<file path="src/hw/rtl/rvex_pkg.sv">
`default_nettype none
// ----------------------------------------------------------------------------
// rvex_pkg
// Shared types, opcodes and status codes of the RV64IM execute core.
// ----------------------------------------------------------------------------
package rvex_pkg;

  typedef struct packed {
    logic        command;
    logic [31:0] instruction;
    logic [63:0] load_data;
  } in_item_t;

  typedef struct packed {
    logic [2:0]  status;
    logic [63:0] instr_pc;
    logic [63:0] next_pc;
    logic        mem_read;
    logic        mem_write;
    logic [63:0] mem_addr;
    logic [3:0]  mem_bytes;
    logic [63:0] store_data;
    logic [63:0] halt_code;
  } out_item_t;

  typedef enum logic [1:0] {
    S_IDLE,
    S_EXEC,
    S_WAIT,
    S_DONE
  } state_t;

  // Commands from the controller to the datapath.
  typedef struct packed {
    logic capture;
    logic exec;
    logic md_start;
    logic md_take;
    logic commit;
  } ctl_cmd_t;

  // Status from the datapath to the controller.
  typedef struct packed {
    logic need_md;
    logic md_done;
    logic out_free;
  } dp_stat_t;

  localparam logic [2:0] ST_OK      = 3'd0;
  localparam logic [2:0] ST_HALT    = 3'd1;
  localparam logic [2:0] ST_INVALID = 3'd2;
  localparam logic [2:0] ST_SYSTEM  = 3'd3;
  localparam logic [2:0] ST_PROTO   = 3'd4;

  localparam logic       CMD_EXEC  = 1'b0;
  localparam logic       CMD_LOAD  = 1'b1;

  localparam logic [6:0] OP_LUI    = 7'h37;
  localparam logic [6:0] OP_AUIPC  = 7'h17;
  localparam logic [6:0] OP_JAL    = 7'h6f;
  localparam logic [6:0] OP_JALR   = 7'h67;
  localparam logic [6:0] OP_BRANCH = 7'h63;
  localparam logic [6:0] OP_LOAD   = 7'h03;
  localparam logic [6:0] OP_STORE  = 7'h23;
  localparam logic [6:0] OP_IMM    = 7'h13;
  localparam logic [6:0] OP_IMM32  = 7'h1b;
  localparam logic [6:0] OP_REG    = 7'h33;
  localparam logic [6:0] OP_REG32  = 7'h3b;
  localparam logic [6:0] OP_FENCE  = 7'h0f;
  localparam logic [6:0] OP_SYSTEM = 7'h73;

  localparam logic [6:0] F7_BASE   = 7'h00;
  localparam logic [6:0] F7_ALT    = 7'h20;
  localparam logic [6:0] F7_MULDIV = 7'h01;
  localparam logic [5:0] F6_BASE   = 6'h00;
  localparam logic [5:0] F6_ALT    = 6'h10;

  localparam logic [31:0] INS_EBREAK = 32'h0010_0073;
  localparam logic [31:0] INS_ECALL  = 32'h0000_0073;
  localparam logic [31:0] INS_MRET   = 32'h3020_0073;

  localparam logic [4:0]  REG_A0     = 5'd10;
  localparam logic [63:0] RESET_PC_DEFAULT = 64'h0000_0000_8000_0000;

  function automatic logic [63:0] sext32(input logic [31:0] x);
    return {{32{x[31]}}, x};
  endfunction

endpackage
`default_nettype wire

</file>
<file path="src/hw/rtl/rvex_ctrl.sv">
`default_nettype none
// ----------------------------------------------------------------------------
// rvex_ctrl
// Sequencing state machine: capture, execute, wait on multiply/divide, commit.
// ----------------------------------------------------------------------------
module rvex_ctrl (
  input  wire logic               clk,
  input  wire logic               rst,
  input  wire logic               in_valid,
  output logic                    in_stall,
  input  wire rvex_pkg::dp_stat_t stat,
  output rvex_pkg::ctl_cmd_t      cmd
);
  import rvex_pkg::*;

  state_t state, state_next;

  always_ff @(posedge clk) begin
    if (rst) begin
      state <= S_IDLE;
    end else begin
      state <= state_next;
    end
  end

  always_comb begin
    state_next = state;
    case (state)
      S_IDLE: if (in_valid) state_next = S_EXEC;
      S_EXEC: state_next = stat.need_md ? S_WAIT : S_DONE;
      S_WAIT: if (stat.md_done) state_next = S_DONE;
      S_DONE: if (stat.out_free) state_next = S_IDLE;
      default: state_next = S_IDLE;
    endcase
  end

  always_comb begin
    cmd      = '0;
    in_stall = 1'b1;
    case (state)
      S_IDLE: begin
        in_stall    = 1'b0;
        cmd.capture = in_valid;
      end
      S_EXEC: begin
        cmd.exec     = 1'b1;
        cmd.md_start = stat.need_md;
      end
      S_WAIT: cmd.md_take = stat.md_done;
      S_DONE: cmd.commit  = stat.out_free;
      default: cmd = '0;
    endcase
  end

endmodule
`default_nettype wire
</file>
<file path="config.mk">
export PLATFORM = sky130hd
export DESIGN_NAME = rvex_ctrl
export DESIGN_NICKNAME = d
export VERILOG_FILES = /design/src/hw/rtl/rvex_pkg.sv /design/src/hw/rtl/rvex_ctrl.sv
export SDC_FILE = /design/constraint.sdc
export NUM_CORES = 1
export LEC_CHECK = 0
export BUFFER_PORTS_ARGS = -buffer_cell sky130_fd_sc_hd__buf_2
export CORE_AREA = 2 2 39 41
export DETAILED_ROUTE_END_ITERATION = 12
export DIE_AREA = 0 0 41 43
export SLEW_MARGIN = 20
export SYNTH_ARGS = -nofsm -noshare
export SYNTH_HDL_FRONTEND = slang
export SYNTH_SLANG_ARGS = --single-unit
</file>
<file path="constraint.sdc">
create_clock -name clk -period 1.61 [get_ports clk]
set_input_delay 0.161 -clock clk [delete_from_list [all_inputs] [get_ports clk]]
set_output_delay 0.161 -clock clk [all_outputs]
set_load 0.01 [all_outputs]
</file>
# After elaboration in Yosys (flattened, before gate mapping)
# Index checks and enable logic that the tools add are counted.
[totals]
ff_bits = 2
latchBits = 0
ramBits = 0
mem_bits_ro = 0
inputBits = 6
out_inout_bits = 6
word_cells = 19
n_memories = 0
[op_classes]
addsub = 0
multipliers = 0
n_div = 0
order_cmp = 0
eq_ne = 6
shift = 0
muxes = 10
n_bitwise = 0
n_reduce_logical = 2
[ops]
columns = ["cell", "n"]
rows = [
  ["$mux 2", 4],
  ["$pmux 2 s4", 1],
  ["$ne 2x2->1 const B", 3],
  ["$mux 1", 5],
  ["$eq 2x2->1 const B", 2],
  ["$reduce_and 3->1", 1],
  ["$eq 2x1->1 const B", 1],
  ["$logic_not 2->1", 1],
]

# Logic depth before layout (Yosys ltp)
# Gate-level depths: netlist (run 1).
[logic_depth]
ltp_word = 3
ltp_mapped = 5
mapped_depth_nobuf = 5

# Worst setup path after synthesis (run 1)
# OpenSTA, ideal clock, no wires.
[synth_path]
path_type = "register -> register"
from = "register state[0]"
to = "register state[0]"
setup_time_ns = 0.129
t_arrival_ns = 1.085
required_ns = 1.481
setup_slack_ns = 0.396
stages_incl_launch_ff = 6
n_path_buf = 0
synth_period_minus_slack_ns = 1.214
cell_sequence = "dfxtp_1 inv_1 ha_1 or2b_2 o2111ai_1 a221oi_2"
[synth_via]
elab_chain_len = 3
word_cells_on_any_way = 9
classes_between = "eq/ne (6); mux (1); reduce/logical (2)"
[synth_lines]
columns = ["element", "line", "rtl"]
rows = [
  ["start: declaration", "rvex_ctrl.sv:16", "state_t state, state_next;"],
  ["start signal: assignment", "rvex_ctrl.sv:22", "state <= state_next;"],
  ["$eq 2x2->1 or $logic_not 2->1 (tied branches)", "rvex_ctrl.sv:28", "case (state)"],
  ["$ne 2x2->1 (no line)", "--", ""],
  ["$reduce_and 3->1 (no line)", "--", ""],
]
# Parallel ways exist; a longest one is shown, timed or not.
# A chain may end at the register's enable or synchronous reset.

==> flow_summary.ini, run 1 <==
[run_status]
status = finished clean

[synthesis]
synth_area_um2 = 244.0
yosysTopAreaCellShare_pct = 25.64
synth_compound_area_share_pct = 17.95
synthAdderAreaFrac_pct = 25.64
yosys.area_share.simple_pct = 33.85
yosysWarnings = 0
synth.largest_area_cell = ha_1
netlist_instances = 28
synth_area_per_cell_um2 = 8.714
synth.mux.area_fraction_pct = 0
synth_xor_area_share_pct = 0
ys_seq_area_share_pct = 16.41
synth_top_family_by_area = simple AND/OR/NAND/NOR gates
ys_ff_latch = 2
synth_cell_types = 16
syn_nets = 39
synthTopCellsByArea = ha_1 26%, dfxtp_1 16%, and2_1 7.7%

[power]
power_frac_seq_pct = 17.8
comb_power_share_pct = 62.2
switchingPower_uw = 228.6
p_leak_uw = 0.0001793
p_per_area_nw_per_um2 = 1592
switching_share_pct = 42.02
peakVddDrop_mv = 0.4632
clock_power_share_pct = 20.0
internal-power_uw = 315.3

[layout]
multi_input_area_um2 = 188.9
nets = 55
most-common-layout-cells = 11 x buf_2, 5 x ha_1, 4 x inv_1, 3 x and2_1, 3 x clkbuf_4
layout_commonest_cell = buf_2
drive_gt1_share_pct = 42.86
largest_reg_flops = 2
diodes = 0
largestRegisters = state (2)
fin_cells = 58
max_flop_register = state
n_fill_cell = 157
area_delta_synth_final_pct = 40.00
final_util_pct = 24.68
ff_latch_area_um2 = 40.04

[timing]
skew_ns = 0.001296
slew_violations = 0
rsz0062_at_grt = no
worstMarginPinSlew_ns = 0.2718
setup_violations = 0
fmax_mhz = 738.8
slew_headroom_pct = 81.77
fin_setup_tns_ns = 0
min_period_ns = 1.354
period_share_pct = 84.08
finalHoldViolCount = 0

[routing]
vias = 232
drc = 0
vias_per_cell = 4.000
ant_nets = 0
post_drt_wl_per_cell_um = 8.397
first_pass_iters = 4
wirelength_um = 487
drt_iter0_drc = 1

[global_routing]
grt_max_degree = 6
grt.overflow.total = 0
grt_pass1_vias = 208
grt_usage_pct = 6.814
antenna_found_initial = 0
grt_pass1_wl_um = 738

[clock_tree]
cts_buffer_depth = 2
post_cts_buffers = 0
clk_latency_ns = 0.22
cts_sinks = 2
cts_tree = yes
numCtsBuffers = 3
path_clk_slew_ns = 0.03
cts_resized = 0
cts_root_buffer = clkbuf_4
htree_levels = 1
hold_buffers = 0

[worst_hold_path]
min-delay-start = rst
hp-class = primary input to register

[place]
globalplace.congestion = 0.6592
io_buffers = 11
dp.cells = 55

[worst_setup_path]
cp-start-kind = register
end_kind = primary output
critPathArrivalTime_ns = 1.19
path_class = register to primary output
worstPathMaxFanout = 5
reg2reg_from = state[0]$_SDFFE_PP0P_
startpoint = state[0]$_SDFFE_PP0P_
required_ns = 1.45

[floorplanning]
chipHeight_um = 43
rows = 14
initial_core_util_pct = 17.63
pin_count = 12
core_um2 = 1384
die_area_um2 = 1763
chipWidth_um = 41

[run]
maxCapViolCount = 0
critical path, stage by stage (launching register included):
cell and delay, ns:
dfxtp_1 0.34, inv_1 0.12, ha_1 0.25, and2_1 0.14, buf_2 0.13
path summary, 6_finish.rpt:
path                                end  slack [ns]  cells past startpoint
setup / recovery                 cmd[4]        0.26                      4
setup reg to reg  state[1]$_SDFFE_PP0P_        0.30                      5
hold reg to reg   state[1]$_SDFFE_PP0P_        0.53                      2
hold / removal    state[0]$_SDFFE_PP0P_        0.12                      2
per-layer routing:
layer | global-route usage (%) | vias up | part of all wire [%]
met5 | 0 | - | 0
met4 | 4.000 | 0 | 0
met3 | 6.283 | 0 | 8.8
met2 | 8.438 | 9 | 43
met1 | 7.348 | 100 | 48
li1 | - | 123 | -
synthesized netlist by cell type:
cell	number
a211oi_1	1
a21oi_1	1
a221oi_2	1
and2_1	3
and2_2	1
and2b_1	1
dfxtp_1	2
ha_1	5
inv_1	4
nand4_1	1
nor2b_1	2
nor3_1	1
o2111ai_1	1
o31ai_1	1
or2b_1	1
or2b_2	2
cell families after synthesis:
group | Yosys count
AO/OA/AOI/OAI | 5
adder cells (fa/ha/maj) | 5
buffers and inverters | 4
flip-flops | 2
AND/OR/NAND/NOR | 12
power groups by stage:
stage          sequential (uW)  combinational, uW  clock (uW)
6_report                  96.8                338         109
3_3_place_gp              96.9                336           0
4_1_cts                   96.8                341         117
2_1_floorplan             93.3                245           0
3_5_place_dp              97.5                338           0
5_1_grt                    100                389         124
final cells by class:
type | count | area share [%]
Sequential cell | 2 | 11.72
Timing Repair Buffer | 11 | 16.12
Clock buffer | 3 | 6.593
Multi-Input combinational cell | 22 | 55.31
Tap cell | 16 | 5.861
Inverter | 4 | 4.396
metrics by stage:
stage	cell area, um2	setup WS [ns]	total power (uW)	hold WS [ns]
after floorplan	244.0	0.3959	338.6	0.2272
after global placement	319.1	0.2965	433.0	0.3469
after detailed placement	319.1	0.3064	435.9	0.3499
after CTS	341.6	0.2337	554.8	0.1112
after global routing	341.6	0.1504	612.8	0.1174
final	341.6	0.2564	543.9	0.1212
No activity file was read; power rests on OpenSTA's default activity.
==> run 2: changes to the inputs <==
--- a/config.mk
+++ b/config.mk
@@ -5,6 +5,7 @@
 export SDC_FILE = /design/constraint.sdc
 export NUM_CORES = 1
 export LEC_CHECK = 0
+export ABC_AREA = 1
 export BUFFER_PORTS_ARGS = -buffer_cell sky130_fd_sc_hd__buf_2
 export CORE_AREA = 2 2 39 41
 export DETAILED_ROUTE_END_ITERATION = 12
==> constraint.sdc (replaced) <==
create_clock -name clk -period 1.31 [get_ports clk]
set_input_delay 0.131 -clock clk [delete_from_list [all_inputs] [get_ports clk]]
set_output_delay 0.131 -clock clk [all_outputs]
set_load 0.01 [all_outputs]
==> flow_summary.ini, run 2 <==
[timing]
finalHoldViolCount = 0
setup_violations = 0
fin_setup_tns_ns = 0
slew_headroom_pct = 91.37
skew_ns = 0.001527
period_share_pct = 93.18
slew_violations = 0
worstMarginPinSlew_ns = 0.1293
rsz0062_at_grt = no
fmax_mhz = 819.3
min_period_ns = 1.221

[worst_setup_path]
required_ns = 1.18
cp-start-kind = register
slowest_delay_ns = 0.33
worstPathMaxFanout = 5
cp_top_family = flip-flops
end_kind = primary output
path_class = register to primary output
slowest_stage = dfxtp_2
path_buf_inv = 3
critPathArrivalTime_ns = 1.09
crit_top_cell = inv_1
crit_chain = inv_1, ha_2, nand2_1, inv_1, buf_2

[clock_tree]
clk_latency_ns = 0.22
cts_tree = yes
cts_root_buffer = clkbuf_4
path_clk_slew_ns = 0.03
numCtsBuffers = 3
cts_buffer_depth = 2
post_cts_buffers = 0
htree_levels = 1
hold_buffers = 0
cts_sinks = 2

[synthesis]
synth_area_um2 = 246.5
synth_area_per_cell_um2 = 6.320
synthTopCellsByArea = ha_1 25%, inv_1 18%, dfxtp_1 16%
ys_seq_area_share_pct = 16.24
synth_most_common_cell = inv_1
synth_edf_count = 0
ys.flop_type = dfxtp_1
yosysTopAreaCellShare_pct = 25.38
yosysWarnings = 0
netlist_instances = 39
synth_commonest_cells = 12 x inv_1, 9 x nand2_1, 5 x ha_1
synth_cell_types = 9
async_flop_share_pct = 0
syn_nets = 50
ys_ff_latch = 2
synth.largest_area_cell = ha_1

[layout]
multi_input_area_um2 = 162.7
fin_area_um2 = 357.8
layout_commonest_cell = inv_1
drive_gt1_share_pct = 44.44
max_flop_register = state
fin_cells = 70
n_fill_cell = 164
diodes = 0
largestRegisters = state (2)
area_delta_synth_final_pct = 45.18
ff_latch_area_um2 = 41.29
most-common-layout-cells = 12 x inv_1, 11 x buf_2, 9 x nand2_1, 4 x nand2_2
largest_reg_flops = 2
final_util_pct = 25.86
nets = 67

[floorplanning]
die_area_um2 = 1763
core_um2 = 1384
initial_core_util_pct = 17.81
chipWidth_um = 41
chipHeight_um = 43
pin_count = 12
rows = 14

[routing]
post_drt_wl_per_cell_um = 6.243
wirelength_um = 437
vias_per_cell = 3.600
ant_nets = 0
vias = 252
drc = 0
first_pass_iters = 3
drt_iter0_drc = 7

[global_routing]
grt_pass1_wl_um = 745
grt.overflow.total = 0
antenna_found_initial = 0
grt_usage_pct = 6.807
grt_pass1_vias = 238
grt_max_degree = 6

[run]
maxCapViolCount = 0

[place]
dp.cells = 67
globalplace.congestion = 0.7129
post-dp-hpwl_um = 389
place_area_um2 = 329.1
io_buffers = 11

[run_status]
status = finished clean

[worst_hold_path]
hp-class = primary input to register

[power]
p_leak_uw = 0.0002405
p_per_area_nw_per_um2 = 2077
peakVddDrop_mv = 0.8024
==> run 2: cell count changes after synthesis, moves of 2 or more <==
cell,previous run,this run
nand2_1,0,9
inv_1,4,12
nand2_2,0,4
and2_1,3,0
nand3_1,0,3
nor2b_1,2,0
or2b_2,2,0
==> run 2: metal layers <==
metal	up-vias	track usage (%)	routed length (um)
met4	0	8.000	0
met2	4	10.31	242
li1	141	-	-
met5	-	0	0
met3	0	3.141	12
met1	107	5.414	182
==> run 2: timing repair <==
| action | CTS | global route |
|---|---|---|
| resized for setup | 1 | 2 |
| gates cloned | 0 | 0 |
| setup endpoints to repair | 1 | 2 |
| pin swaps | 0 | 0 |
==> run 2: worst paths after layout <==
| path | cells past startpoint | from | slack (ns) | endpoint |
|---|---|---|---|---|
| setup reg to reg | 7 | state[0]$_SDFFE_PP0P_ | 0.21 | state[0]$_SDFFE_PP0P_ |
| setup / recovery | 5 | state[0]$_SDFFE_PP0P_ | 0.09 | cmd[4] |
| hold reg to reg | 2 | state[0]$_SDFFE_PP0P_ | 0.49 | state[0]$_SDFFE_PP0P_ |
| hold / removal | 2 | rst | 0.08 | state[0]$_SDFFE_PP0P_ |
==> run 2: cell families after synthesis <==
kind of cell | synth area share [%]
AOI/OAI and AO/OA | 4.061
adders and majority gates | 25.38
buffers and inverters | 19.79
DFF | 16.24
and+or+nand+nor | 34.51
==> run 2: through the flow <==
stage	hold WS [ns]	power (uW)	worst slack, ns
after floorplan	0.2001	461.8	0.2043
after global placement	0.3090	604.1	0.1419
after detailed placement	0.3150	606.4	0.1067
after CTS	0.07074	754.4	0.04752
after global routing	0.07326	846.6	0.01327
final	0.07848	743.1	0.08941
==> run 2: layout make-up <==
type	count	area share [%]
inverters	13	13.64
well taps	16	5.594
multi-input cells	24	45.45
clock buffers	3	6.294
repair buffers	12	17.48
flip-flops and latches	2	11.54
==> run 2: power by group <==
| group | internal [uW] | total, uW | switching [uW] |
|---|---|---|---|
| clock network | 101 | 134 | 32.8 |
| logic | 215 | 488 | 273 |
| registers | 96.4 | 122 | 25.4 |
